===== src/rtl/array_literal_parser_macros.svh =====
// Assertion macros shared by the array literal parser RTL.
// Included by modules that carry concurrent checks; no other dependencies.
`ifndef ARRAY_LITERAL_PARSER_MACROS_SVH
`define ARRAY_LITERAL_PARSER_MACROS_SVH

// Same-cycle implication, disabled while reset is asserted.
`define ALP_ASSERT_IMPL(lbl, clk, rst_n, ante, cons) \
    lbl: assert property (@(posedge clk) disable iff (!(rst_n)) (ante) |-> (cons)) \
        else $error("array literal parser check failed");

// Next-cycle implication, disabled while reset is asserted.
`define ALP_ASSERT_NEXT(lbl, clk, rst_n, ante, cons) \
    lbl: assert property (@(posedge clk) disable iff (!(rst_n)) (ante) |=> (cons)) \
        else $error("array literal parser check failed");

`endif


===== src/rtl/alp_pkg.sv =====
// Types, codes and constants of the array literal parser.
// Used by every RTL module of the block; depends on nothing.
`timescale 1ns / 1ps

package alp_pkg;

    localparam int HOLD_DEPTH = 4;
    localparam int HOLD_CNT_W = $clog2(HOLD_DEPTH + 1);
    localparam int HOLD_IDX_W = $clog2(HOLD_DEPTH);
    localparam int RAW_CNT_W  = 3;
    localparam logic [RAW_CNT_W-1:0] RAW_SAT = '1;
    localparam int CMD_DEPTH  = 4;
    localparam int CMD_PTR_W  = $clog2(CMD_DEPTH);
    localparam int CMD_CNT_W  = $clog2(CMD_DEPTH + 1);
    localparam int RES_CNT_W  = 3;

    localparam logic [7:0] CH_LBRACE = 8'h7B;
    localparam logic [7:0] CH_RBRACE = 8'h7D;
    localparam logic [7:0] CH_COMMA  = 8'h2C;
    localparam logic [7:0] CH_QUOTE  = 8'h22;
    localparam logic [7:0] CH_BSLASH = 8'h5C;
    localparam logic [7:0] CASE_FOLD = 8'h20;

    typedef enum logic [1:0] {
        K_DATA = 2'd0,
        K_END  = 2'd1,
        K_DONE = 2'd2,
        K_ERR  = 2'd3
    } t_kind;

    typedef enum logic [5:0] {
        PH_OPEN  = 6'b000001,
        PH_BODY  = 6'b000010,
        PH_QUOTE = 6'b000100,
        PH_ESC   = 6'b001000,
        PH_QESC  = 6'b010000,
        PH_SKIP  = 6'b100000
    } t_phase;

    typedef struct packed {
        logic [7:0] in_byte;
        logic       in_last;
    } t_in_word;

    typedef struct packed {
        t_kind      out_kind;
        logic [7:0] out_byte;
        logic       out_run_last;
    } t_out_word;

    // One parsed byte's worth of results: held bytes to flush, then an
    // optional data byte, element end and array done, or a lone error.
    typedef struct packed {
        logic                             err;
        logic [HOLD_CNT_W-1:0]            hold_n;
        logic [HOLD_DEPTH-1:0][7:0]       hold;
        logic                             has_data;
        logic [7:0]                       data;
        logic                             has_end;
        logic                             has_done;
    } t_cmd;

    // Lower-case spelling of the dropped word, one letter per position.
    function automatic logic [7:0] null_char(input logic [HOLD_IDX_W-1:0] idx);
        logic [7:0] c;
        case (idx)
            2'd0:    c = 8'h6E;
            2'd1:    c = 8'h75;
            default: c = 8'h6C;
        endcase
        return c;
    endfunction

endpackage


===== src/rtl/alp_front.sv =====
// Front end of the array literal parser: tracks quoting, escapes and the
// null-element check, and turns each byte into a result command. Uses alp_pkg.
`timescale 1ns / 1ps

module alp_front (
    input  logic            i_clk,
    input  logic            i_rst_n,
    input  logic            i_accept,
    input  alp_pkg::t_in_word i_item,
    output logic            o_cmd_push,
    output alp_pkg::t_cmd   o_cmd
);

    alp_pkg::t_phase r_phase, n_phase;
    logic r_open, n_open;
    logic [alp_pkg::RAW_CNT_W-1:0]  r_raw_count, n_raw_count;
    logic [alp_pkg::HOLD_CNT_W-1:0] r_hold_count, n_hold_count;
    logic r_null, n_null;
    logic r_quoted, n_quoted;
    logic [alp_pkg::HOLD_DEPTH-1:0][7:0] r_hold;

    logic [7:0] b;
    logic       last;
    logic do_raw, do_data, do_finish, do_done, do_fail, fail_last;
    logic hold_we;
    alp_pkg::t_cmd n_cmd;

    assign b    = i_item.in_byte;
    assign last = i_item.in_last;

    always_comb begin
        n_phase      = r_phase;
        n_open       = r_open;
        n_raw_count  = r_raw_count;
        n_hold_count = r_hold_count;
        n_null       = r_null;
        n_quoted     = r_quoted;
        do_raw       = 1'b0;
        do_data      = 1'b0;
        do_finish    = 1'b0;
        do_done      = 1'b0;
        do_fail      = 1'b0;
        fail_last    = 1'b0;
        hold_we      = 1'b0;
        n_cmd        = '0;

        unique case (r_phase)
            alp_pkg::PH_OPEN: begin
                if (b != alp_pkg::CH_LBRACE || last) begin
                    do_fail   = 1'b1;
                    fail_last = last;
                end else begin
                    n_phase      = alp_pkg::PH_BODY;
                    n_open       = 1'b0;
                    n_raw_count  = '0;
                    n_hold_count = '0;
                    n_null       = 1'b1;
                    n_quoted     = 1'b0;
                end
            end
            alp_pkg::PH_BODY: begin
                if (b == alp_pkg::CH_RBRACE) begin
                    if (!last) begin
                        do_fail = 1'b1;
                    end else begin
                        do_finish = r_open;
                        do_done   = 1'b1;
                        n_open    = 1'b0;
                        n_phase   = alp_pkg::PH_OPEN;
                    end
                end else begin
                    n_open = 1'b1;
                    if (b == alp_pkg::CH_COMMA) begin
                        do_finish = 1'b1;
                    end else begin
                        do_raw = 1'b1;
                        if (b == alp_pkg::CH_QUOTE) begin
                            n_quoted = 1'b1;
                            n_phase  = alp_pkg::PH_QUOTE;
                        end else if (b == alp_pkg::CH_BSLASH) begin
                            n_phase = alp_pkg::PH_ESC;
                        end else begin
                            do_data = 1'b1;
                        end
                    end
                    do_fail   = last;
                    fail_last = 1'b1;
                end
            end
            alp_pkg::PH_QUOTE: begin
                do_raw = 1'b1;
                if (b == alp_pkg::CH_QUOTE) begin
                    n_phase = alp_pkg::PH_BODY;
                end else if (b == alp_pkg::CH_BSLASH) begin
                    n_phase = alp_pkg::PH_QESC;
                end else begin
                    do_data = 1'b1;
                end
                do_fail   = last;
                fail_last = 1'b1;
            end
            alp_pkg::PH_ESC: begin
                do_raw    = 1'b1;
                do_data   = 1'b1;
                n_phase   = alp_pkg::PH_BODY;
                do_fail   = last;
                fail_last = 1'b1;
            end
            alp_pkg::PH_QESC: begin
                do_raw    = 1'b1;
                do_data   = 1'b1;
                n_phase   = alp_pkg::PH_QUOTE;
                do_fail   = last;
                fail_last = 1'b1;
            end
            alp_pkg::PH_SKIP: begin
                if (last) begin
                    n_phase = alp_pkg::PH_OPEN;
                end
            end
            default: begin
                n_phase = alp_pkg::PH_OPEN;
            end
        endcase

        // Raw text check against the dropped word; any fifth raw byte spoils it.
        if (do_raw) begin
            if (r_raw_count >= alp_pkg::RAW_CNT_W'(alp_pkg::HOLD_DEPTH) ||
                (b | alp_pkg::CASE_FOLD) !=
                    alp_pkg::null_char(r_raw_count[alp_pkg::HOLD_IDX_W-1:0])) begin
                n_null = 1'b0;
            end
            if (r_raw_count != alp_pkg::RAW_SAT) begin
                n_raw_count = r_raw_count + 1'b1;
            end
        end

        if (do_finish) begin
            if (!(r_null && r_raw_count == alp_pkg::RAW_CNT_W'(alp_pkg::HOLD_DEPTH)
                  && !r_quoted)) begin
                n_cmd.hold_n  = r_hold_count;
                n_cmd.hold    = r_hold;
                n_cmd.has_end = 1'b1;
            end
            n_raw_count  = '0;
            n_hold_count = '0;
            n_null       = 1'b1;
            n_quoted     = 1'b0;
        end

        if (do_data) begin
            if (n_null && r_hold_count < alp_pkg::HOLD_CNT_W'(alp_pkg::HOLD_DEPTH)) begin
                hold_we      = 1'b1;
                n_hold_count = r_hold_count + 1'b1;
            end else begin
                n_cmd.hold_n   = r_hold_count;
                n_cmd.hold     = r_hold;
                n_cmd.has_data = 1'b1;
                n_cmd.data     = b;
                n_hold_count   = '0;
            end
        end

        if (do_done) begin
            n_cmd.has_done = 1'b1;
        end

        // An error replaces everything else this byte would have produced.
        if (do_fail) begin
            n_cmd        = '0;
            n_cmd.err    = 1'b1;
            hold_we      = 1'b0;
            n_raw_count  = '0;
            n_hold_count = '0;
            n_null       = 1'b1;
            n_quoted     = 1'b0;
            n_open       = 1'b0;
            n_phase      = fail_last ? alp_pkg::PH_OPEN : alp_pkg::PH_SKIP;
        end
    end

    assign o_cmd      = n_cmd;
    assign o_cmd_push = i_accept &&
                        (n_cmd.err || n_cmd.has_data || n_cmd.has_end || n_cmd.has_done);

    always_ff @(posedge i_clk) begin
        if (!i_rst_n) begin
            r_phase      <= alp_pkg::PH_OPEN;
            r_open       <= 1'b0;
            r_raw_count  <= '0;
            r_hold_count <= '0;
            r_null       <= 1'b1;
            r_quoted     <= 1'b0;
        end else if (i_accept) begin
            r_phase      <= n_phase;
            r_open       <= n_open;
            r_raw_count  <= n_raw_count;
            r_hold_count <= n_hold_count;
            r_null       <= n_null;
            r_quoted     <= n_quoted;
        end
    end

    always_ff @(posedge i_clk) begin
        if (i_accept && hold_we) begin
            r_hold[r_hold_count[alp_pkg::HOLD_IDX_W-1:0]] <= b;
        end
    end

endmodule


===== src/rtl/alp_cmd_fifo.sv =====
// Short command queue between the parser front end and the result sequencer.
// Holds alp_pkg::t_cmd entries; uses alp_pkg.
`timescale 1ns / 1ps

module alp_cmd_fifo (
    input  logic          i_clk,
    input  logic          i_rst_n,
    input  logic          i_push,
    input  alp_pkg::t_cmd i_wdata,
    output logic          o_full,
    input  logic          i_pop,
    output logic          o_valid,
    output alp_pkg::t_cmd o_rdata
);

    alp_pkg::t_cmd r_mem [alp_pkg::CMD_DEPTH];
    logic [alp_pkg::CMD_PTR_W-1:0] r_wptr, r_rptr;
    logic [alp_pkg::CMD_CNT_W-1:0] r_count;
    logic do_push, do_pop;

    assign o_full  = (r_count == alp_pkg::CMD_CNT_W'(alp_pkg::CMD_DEPTH));
    assign o_valid = (r_count != '0);
    assign o_rdata = r_mem[r_rptr];
    assign do_push = i_push && !o_full;
    assign do_pop  = i_pop && o_valid;

    always_ff @(posedge i_clk) begin
        if (!i_rst_n) begin
            r_wptr  <= '0;
            r_rptr  <= '0;
            r_count <= '0;
        end else begin
            if (do_push) begin
                r_wptr <= (r_wptr == alp_pkg::CMD_PTR_W'(alp_pkg::CMD_DEPTH - 1)) ?
                          '0 : r_wptr + 1'b1;
            end
            if (do_pop) begin
                r_rptr <= (r_rptr == alp_pkg::CMD_PTR_W'(alp_pkg::CMD_DEPTH - 1)) ?
                          '0 : r_rptr + 1'b1;
            end
            if (do_push && !do_pop) begin
                r_count <= r_count + 1'b1;
            end else if (do_pop && !do_push) begin
                r_count <= r_count - 1'b1;
            end
        end
    end

    always_ff @(posedge i_clk) begin
        if (do_push) begin
            r_mem[r_wptr] <= i_wdata;
        end
    end

endmodule


===== src/rtl/alp_back.sv =====
// Result sequencer: expands each queued command into result words in the output
// register, one per cycle while it is empty or popped. Uses alp_pkg and the assertion macros.
`timescale 1ns / 1ps
`include "array_literal_parser_macros.svh"

module alp_back (
    input  logic              i_clk,
    input  logic              i_rst_n,
    input  logic              i_cmd_valid,
    input  alp_pkg::t_cmd     i_cmd,
    output logic              o_cmd_pop,
    output logic              o_empty,
    input  logic              i_pop,
    output alp_pkg::t_out_word o_result
);

    logic [alp_pkg::RES_CNT_W-1:0] r_idx;
    logic [alp_pkg::RES_CNT_W-1:0] count, tail_idx;
    logic r_out_valid;
    alp_pkg::t_out_word r_out, n_out;
    logic load, is_final;

    always_comb begin
        if (i_cmd.err) begin
            count = alp_pkg::RES_CNT_W'(1);
        end else begin
            count = alp_pkg::RES_CNT_W'(i_cmd.hold_n)
                  + alp_pkg::RES_CNT_W'(i_cmd.has_data)
                  + alp_pkg::RES_CNT_W'(i_cmd.has_end)
                  + alp_pkg::RES_CNT_W'(i_cmd.has_done);
        end
    end

    assign tail_idx = r_idx - alp_pkg::RES_CNT_W'(i_cmd.hold_n);
    assign is_final = (r_idx == count - 1'b1);

    always_comb begin
        n_out              = '0;
        n_out.out_run_last = is_final;
        if (i_cmd.err) begin
            n_out.out_kind = alp_pkg::K_ERR;
        end else if (r_idx < alp_pkg::RES_CNT_W'(i_cmd.hold_n)) begin
            n_out.out_kind = alp_pkg::K_DATA;
            n_out.out_byte = i_cmd.hold[r_idx[alp_pkg::HOLD_IDX_W-1:0]];
        end else if (tail_idx == '0 && i_cmd.has_data) begin
            n_out.out_kind = alp_pkg::K_DATA;
            n_out.out_byte = i_cmd.data;
        end else if (tail_idx == '0 && i_cmd.has_end) begin
            n_out.out_kind = alp_pkg::K_END;
        end else begin
            // Only an element end can come before the done word in the tail.
            n_out.out_kind = alp_pkg::K_DONE;
        end
    end

    assign load      = i_cmd_valid && (!r_out_valid || i_pop);
    assign o_cmd_pop = load && is_final;
    assign o_empty   = !r_out_valid;
    assign o_result  = r_out;

    always_ff @(posedge i_clk) begin
        if (!i_rst_n) begin
            r_idx       <= '0;
            r_out_valid <= 1'b0;
        end else begin
            if (load) begin
                r_idx <= is_final ? '0 : r_idx + 1'b1;
            end
            if (load) begin
                r_out_valid <= 1'b1;
            end else if (i_pop) begin
                r_out_valid <= 1'b0;
            end
        end
    end

    always_ff @(posedge i_clk) begin
        if (load) begin
            r_out <= n_out;
        end
    end

    `ALP_ASSERT_IMPL(a_idx_in_range, i_clk, i_rst_n, i_cmd_valid, r_idx < count)
    `ALP_ASSERT_IMPL(a_err_is_last, i_clk, i_rst_n, r_out_valid && r_out.out_kind == alp_pkg::K_ERR, r_out.out_run_last)
    `ALP_ASSERT_IMPL(a_marker_byte_zero, i_clk, i_rst_n, r_out_valid && r_out.out_kind != alp_pkg::K_DATA, r_out.out_byte == 8'h00)
    `ALP_ASSERT_NEXT(a_idx_restart, i_clk, i_rst_n, o_cmd_pop, r_idx == '0)

endmodule


===== src/rtl/array_literal_parser.sv =====
// Array literal parser, top level: front end, command queue, result sequencer.
// Uses alp_pkg, alp_front, alp_cmd_fifo and alp_back.
//
// Takes one character of a brace-delimited array literal per cycle and
// returns element data bytes, element ends and a done or error word per
// literal. Input bytes are accepted every cycle while full is low. A byte
// yields zero to five result words; the sequencer emits one word per cycle
// while its output register is empty or popped, so a byte that flushes held
// data occupies it until its words are out, and the four-entry command queue
// absorbs such bursts before full rises. Results pass the queue, then the output register.
`timescale 1ns / 1ps

module array_literal_parser (
    input  logic               i_clk,
    input  logic               i_rst_n,
    input  logic               push,
    output logic               full,
    input  alp_pkg::t_in_word  i_item,
    output logic               empty,
    input  logic               pop,
    output alp_pkg::t_out_word o_result
);

    logic          accept;
    logic          cmd_push, cmd_full, cmd_valid, cmd_pop;
    alp_pkg::t_cmd cmd_wdata, cmd_rdata;

    assign full   = cmd_full;
    assign accept = push && !cmd_full;

    alp_front u_front (
        .i_clk      (i_clk),
        .i_rst_n    (i_rst_n),
        .i_accept   (accept),
        .i_item     (i_item),
        .o_cmd_push (cmd_push),
        .o_cmd      (cmd_wdata)
    );

    alp_cmd_fifo u_cmd_fifo (
        .i_clk   (i_clk),
        .i_rst_n (i_rst_n),
        .i_push  (cmd_push),
        .i_wdata (cmd_wdata),
        .o_full  (cmd_full),
        .i_pop   (cmd_pop),
        .o_valid (cmd_valid),
        .o_rdata (cmd_rdata)
    );

    alp_back u_back (
        .i_clk       (i_clk),
        .i_rst_n     (i_rst_n),
        .i_cmd_valid (cmd_valid),
        .i_cmd       (cmd_rdata),
        .o_cmd_pop   (cmd_pop),
        .o_empty     (empty),
        .i_pop       (pop),
        .o_result    (o_result)
    );

endmodule


===== config.mk =====
export PLATFORM = sky130hd
export DESIGN_NAME = array_literal_parser
export DESIGN_NICKNAME = d
export VERILOG_FILES = /design/src/rtl/alp_pkg.sv /design/src/rtl/alp_front.sv /design/src/rtl/alp_cmd_fifo.sv /design/src/rtl/alp_back.sv /design/src/rtl/array_literal_parser.sv
export VERILOG_INCLUDE_DIRS = /design/src /design/src/rtl
export SDC_FILE = /design/constraint.sdc
export NUM_CORES = 1
export LEC_CHECK = 0
export BUFFER_PORTS_ARGS = -buffer_cell sky130_fd_sc_hd__buf_2
export CORE_ASPECT_RATIO = 1.4
export CORE_MARGIN = 2
export CORE_UTILIZATION = 30
export CTS_BUF_LIST = sky130_fd_sc_hd__clkbuf_4 sky130_fd_sc_hd__clkbuf_8
export DETAILED_ROUTE_END_ITERATION = 12
export PLACE_DENSITY_LB_ADDON = 0.12
export SLEW_MARGIN = 5
export SYNTH_ARGS = -nofsm -noshare
export SYNTH_HDL_FRONTEND = slang
export SYNTH_SLANG_ARGS = --single-unit

===== constraint.sdc =====
create_clock -name i_clk -period 11 [get_ports i_clk]
set_input_delay 1.1 -clock i_clk [delete_from_list [all_inputs] [get_ports i_clk]]
set_output_delay 1.1 -clock i_clk [all_outputs]
set_load 0.01 [all_outputs]

==> results of run 1 <==
## critical path: stages (launching register included)
cell	delay, ns
dfxtp_4	1.01
mux4_2	0.41
inv_1	0.07
fa_1	0.53
inv_1	0.04
ha_1	0.20
fa_1	0.55
nand2b_1	0.06
ha_1	0.21
xnor2_1	0.14
xnor2_1	0.13
nor3_1	0.46
nand2_1	0.23
ha_1	0.29
inv_1	0.07
fa_1	0.17
xor2_1	0.07
or3_1	0.32
a21oi_1	0.14
## report_power, final
group	switching, uW	total (uW)	internal, uW
registers	61.8	1310	1250
logic	410	722	313
clock network	374	845	470
total	846	2880	2030
## cells in the final DEF (no fill, tap or decap), drive strengths merged, types with 9 or more instances in the layout
cell type	count
inv	29
nand2	22
ha	23
clkbuf	52
and2	49
clkinv	17
mux2i	15
edfxtp	231
mux4	55
a21oi	13
buf	32
nor2	42
nor3	9
o21ai	13
dfxtp	28
## kinds of logic (layout without fill, tap and decap cells)
group                      count (synthesis)  count (layout)  synth area share [%]
AOI/OAI and AO/OA                         68              68                  4.85
buffers and inverters                     52             135                  2.10
DFF                                      259             259                  67.6
muxes                                     70              70                  12.5
adders and majority gates                 27              27                  3.32
and+or+nand+nor                          167             167                  8.76
xor gates and xnor gates                  11              11                 0.868
## per-layer routing
layer  routed length (um)  vias up  share of wire (%)
met3                  982       43                3.9
li1                     -     2663                  -
met2                13700      123                 55
met4                  669        0                2.7
met1                 9490     3023                 38
met5                    0        -                  0
## how the worst min path moves through the flow
stage	to	slack, ns	depth (start not counted)
4_1_cts	u_front.r_quoted	0.46	2
5_1_grt	u_front.r_quoted	0.48	2
6_report	u_front.r_quoted	0.46	2
3_3_place_gp	u_front.r_quoted	0.45	2
2_1_floorplan	u_front.r_quoted	0.43	2
3_5_place_dp	u_front.r_quoted	0.45	2
## Yosys cell counts, types with 2 or more instances
master	instances	area share, %
xnor2_1	5	0.39
and2_1	19	1.1
a211oi_1	2	0.14
a2111oi_0	2	0.16
and2_2	30	2.0
fa_1	4	0.72
o22ai_1	2	0.11
inv_2	2	0.068
o31ai_1	2	0.14
mux4_2	55	11
or3_1	4	0.23
nor4b_1	2	0.16
a21oi_1	12	0.54
a32oi_1	2	0.16
or2_2	2	0.11
o21ba_2	2	0.18
nor3_1	9	0.41
buf_1	3	0.10
nand4b_1	3	0.24
o32ai_1	2	0.16
or2_1	2	0.11
clkbuf_1	10	0.34
nor2_1	42	1.4
edfxtp_1	231	63
o211ai_1	4	0.27
nand3b_1	4	0.27
xor2_1	6	0.47
buf_6	4	0.41
nand2_1	21	0.71
mux2i_1	15	1.4
a31o_2	3	0.24
nor4_1	4	0.23
o21ai_0	12	0.54
buf_2	6	0.27
inv_1	26	0.88
a21o_1	3	0.20
nand2b_1	4	0.23
nand3_1	6	0.27
dfxtp_1	28	5.1
a22oi_1	5	0.34
ha_1	23	2.6
## area by class of cell
class / instances / share of cell area [%]
Inverter: 29 / 0.865
Sequential cell: 259 / 59.6
Clock inverter: 22 / 1.45
Timing Repair Buffer: 32 / 1.41
Tap cell: 467 / 4.64
Clock buffer: 52 / 5.29
Multi-Input combinational cell: 343 / 26.8
## registers in the layout, summed over array words and instances, names as in the netlist, named ones only
register              count
u_front.r_hold           32
u_back.r_idx              3
u_back.o_result          11
u_cmd_fifo.r_mem        188
u_front.r_quoted          1
u_cmd_fifo.r_rptr         2
u_cmd_fifo.r_wptr         2
u_front.r_phase           6
u_front.r_hold_count      3
u_front.r_raw_count       3
u_back.r_out_valid        1
u_front.r_null            1
u_cmd_fifo.r_count        3
u_front.r_open            1
## per-stage QoR
step,instances,utilization [%]
6_report,1204,34.4
3_3_place_gp,1130,32.1
4_1_cts,1204,34.4
3_5_place_dp,1130,32.1
2_1_floorplan,654,-
5_1_grt,1204,34.4
==> impl_metrics.tcl, run 1 <==
set metrics [dict create \
    maxSlewHeadroom_pct 31.3 \
    finalSetupViolations 0 \
    place_ws_ns 5.66 \
    power_uw 2880 \
    grt_max_degree 48 \
    slew_viol_final 0 \
    drcViolationCount 0 \
    core_um2 36600 \
    drv_cap 0 \
    run_status "completed" \
    grt_pass1_vias 6473 \
    use_met3_pct 2.56 \
    worstHoldStart "u_front.r_quoted" \
    fill_cells 3545 \
    rows 83 \
    path_clk_slew_ns 0.06 \
    cts_buffer_depth 3 \
    fin_skew_ns 0.0144 \
    synthArstFlopShare_pct 0 \
    crit_path_end_kind "flop" \
    cts_resized 0 \
    r2r_cells 18 \
    grtUsageTotal_pct 13.2 \
    hp-class "reg -> reg" \
    yosysWarnings 0 \
    avgSynthCellArea_um2 17.0 \
    dp_hpwl_mm 14.8 \
    fin_setup_tns_ns 0 \
    start_kind "flop" \
    grt_use_met2_pct 25.5 \
    routed_wl_mm 24.9 \
    drt_iter0_drc 317 \
    layout_setup_ws_ns 5.80 \
    numCtsBuffers 43 \
    grt.busiest_layer "met2" \
    drive_gt1_share_pct 28.9 \
    die_h_um 232 \
    post-cts-setup-buffers 0 \
    rsz0062_at_grt "no" \
    vias 5852 \
    via_per_inst 4.86 \
    cp-endpoint "u_cmd_fifo.r_count[2]" \
    ys_ff_latch 259 \
    fin_crit_sh_pct 47.3 \
    post_dp_cell_area_um2 11700 \
    layout.nets 748 \
    ios 26 \
    hold_viol_final 0 \
    die_area_um2 38600 \
    seq_area_um2 7500 \
    cts_tree "yes" \
    antenna_cells 0 \
    antenna_found_initial 2 \
    leakage_uw 0.00399 \
    syn_to_final_growth_pct 13.5 \
    synth_nets 694 \
    worstPathArrival_ns 5.67 \
    synth_flop_cell "edfxtp_1" \
    wl_per_cell_um 20.7 \
    cts_root_buf "clkbuf_8" \
    die_w_um 167 \
    clock-sinks 259 \
    seq_area_frac_synth_pct 67.6 \
    multi_input_comb_area_um2 3370 \
    max_freq_mhz 192 \
    initial_utilization_pct 30.3 \
    hold_buffers 0 \
    firstDrtPassIters 4 \
    finalCriticalPeriod_ns 5.20 \
    required_ns 11.47 \
    place_congestion 0.776 \
    postSynthCellCount 654 \
    met1_usage_pct 14.2 \
    fin_hold_ws_ns 0.463 \
    vdd_drop_max_v 0.0000883 \
    worst_pin_slew_ns 1.03 \
    worst-path-max-fanout 47 \
    ant_nets 0 \
    grt_pass1_wl_mm 38.2 \
    design_area_um2 12600 \
    power_density_nw_per_um2 228 \
    syn_area_um2 11100 \
    r2r_end "u_cmd_fifo.r_count[2]" \
    path_class "reg -> reg" \
    overflow 0 \
    htree_levels 2 \
    clkLatencyLatePin_ns 0.56 \
    portBuffers 25 \
    ys_types 72 \
    reg2reg_slack_ns 5.80 \
    synth_edf_count 231 \
]
(Power assumes the default switching activity.)
==> run 2: changes to the inputs <==
==> constraint.sdc (replaced) <==
create_clock -name i_clk -period 4.25 [get_ports i_clk]
set_input_delay 0.425 -clock i_clk [delete_from_list [all_inputs] [get_ports i_clk]]
set_output_delay 0.425 -clock i_clk [all_outputs]
set_load 0.01 [all_outputs]
==> run 2 against run 1 <==
  * Via count is 2.2% higher
  * Setup slack worse by 5.6 ns
  * Global-route usage grew 0.47 points
  * Die area stayed put
  * Hold slack lost 0.32 ns
  * Largest cell class unchanged
  * Fmax rose by 29%
  * Routed wire length up 5.3%
==> impl_metrics.tcl, run 2 (same netlist as run 1, synthesis figures left out) <==
set metrics [dict create \
    antenna_cells 0 \
    reg2reg_slack_ns 0.21 \
    firstDrtPassIters 4 \
    layout.nets 774 \
    final_common_cell "edfxtp_1" \
    dp_hpwl_mm 16.7 \
    grtUsageTotal_pct 13.7 \
    vias 5980 \
    die_h_um 232 \
    antenna_found_initial 1 \
    regMostFlops "u_cmd_fifo.r_mem" \
    initial_utilization_pct 30.3 \
    worst-path-max-fanout 5 \
    worstHoldStart "pop" \
    grt_max_degree 48 \
    hp-class "in -> reg" \
    rsz0062_at_grt "yes" \
    path_class "reg -> reg" \
    slew_viol_final 0 \
    fill_cells 3514 \
    syn_to_final_growth_pct 16.1 \
    via_per_inst 4.86 \
    maxSlewHeadroom_pct 51.5 \
    max_freq_mhz 247 \
    routed_wl_mm 26.2 \
    use_met3_pct 2.31 \
    fin_setup_tns_ns 0 \
    cp-endpoint "u_cmd_fifo.r_count[2]" \
    crit_path_end_kind "flop" \
    met1_usage_pct 14.8 \
    wl_per_cell_um 21.3 \
    required_ns 4.71 \
    hold_viol_final 0 \
    worst_pin_slew_ns 0.727 \
    r2r_end "u_cmd_fifo.r_count[2]" \
    grt_pass1_wl_mm 39.8 \
    grt_use_met2_pct 26.5 \
    finalSetupViolations 0 \
    power_density_nw_per_um2 587 \
    htree_levels 2 \
    cts_root_buf "clkbuf_8" \
    start_kind "flop" \
    clock-sinks 259 \
    power_uw 7570 \
    final_cells 1231 \
    grt.busiest_layer "met2" \
    drt_iter0_drc 316 \
    place_congestion 0.829 \
    fin_skew_ns 0.0218 \
    leakage_uw 0.00415 \
    core_um2 36600 \
    path_clk_slew_ns 0.06 \
    ios 26 \
    finalCriticalPeriod_ns 4.04 \
    worstPathArrival_ns 4.50 \
    grt_pass1_vias 6674 \
    largest_reg_flops 188 \
    drive_gt1_share_pct 33.0 \
    rows 83 \
    place_inst 1154 \
    cts_buffer_depth 3 \
    overflow 0 \
    fin_hold_ws_ns 0.143 \
    fin_crit_sh_pct 95.1 \
    drv_cap 0 \
    vdd_drop_max_v 0.000241 \
    clkLatencyLatePin_ns 0.56 \
    die_area_um2 38600 \
    die_w_um 167 \
    ant_nets 0 \
    cts_tree "yes" \
    r2r_cells 18 \
    run_status "completed" \
    drcViolationCount 0 \
    numCtsBuffers 43 \
    portBuffers 25 \
    final_cell_mix "231 x edfxtp_1, 55 x mux4_2, 44 x clkbuf_8" \
    hold_buffers 0 \
]
-- run 2: cell count changes in the layout (fill, tap and decap cells not counted), moves of 2 or more --
cell       change
buf_4         +18
buf_12         +8
clkbuf_4       +5
ha_1           -3
ha_2           +3
inv_1          -3
inv_2          +3
bufinv_16      -2
clkinv_1       -2
xnor2_1        -2
xnor2_2        +2
-- run 2: area by class of cell --
class                           instances  area [um2]  share of cell area (%)
Clock inverter                         18         113                   0.874
Multi-Input combinational cell        343        3400                    26.4
Tap cell                              467         584                    4.54
Sequential cell                       259        7500                    58.2
Clock buffer                           57         703                    5.46
Timing Repair Buffer                   58         473                    3.67
Inverter                               29         109                   0.845
-- run 2: worst min-delay path by stage --
stage                          to  slack (ns)  depth (start not counted)
2_1_floorplan    u_front.r_quoted        0.43                          2
3_3_place_gp     u_front.r_quoted        0.45                          2
3_5_place_dp     u_front.r_quoted        0.45                          2
4_1_cts        u_back.r_out_valid        0.09                          4
5_1_grt        u_back.r_out_valid        0.14                          4
6_report       u_back.r_out_valid        0.14                          4
-- run 2: routing by layer --
metal | up-vias | wire length, um
met4 | 0 | 716
met1 | 3111 | 10200
met2 | 103 | 14500
met3 | 46 | 798
li1 | 2720 | -
met5 | - | 0
-- run 2: critical path, cell delays in order, from the launching register on --
cell and delay (ns):
dfxtp_4 0.38, mux4_2 0.53, inv_2 0.07, fa_1 0.40, inv_1 0.06, ha_2 0.17, fa_1 0.41, nand2b_1 0.09
ha_2 0.19, xnor2_2 0.12, xnor2_1 0.15, nor3_2 0.06, nand2_1 0.10, ha_2 0.21, inv_2 0.05, fa_2 0.34
xor2_1 0.16, or3_1 0.32, a21oi_1 0.13
-- run 2: timing repair --
item | in CTS | in global routing
gates resized for setup | 0 | 2
hold endpoints to repair | 0 | 0
setup endpoints to repair | 0 | 1
setup buffers | 0 | 2
-- run 2: stage by stage --
step           util [%]  setup WS [ns]  instance area (um2)
2_1_floorplan         -        -0.0486                11200
3_3_place_gp       32.9          0.178                12000
3_5_place_dp       32.9          0.134                12000
4_1_cts            35.2          0.107                12900
5_1_grt            35.2        -0.0146                12900
6_report           35.2          0.208                12900
-- run 2: power breakdown --
part,switching [uW],internal (uW),total [uW]
registers,120,3220,3340
clock network,985,1140,2120
logic,1160,938,2100
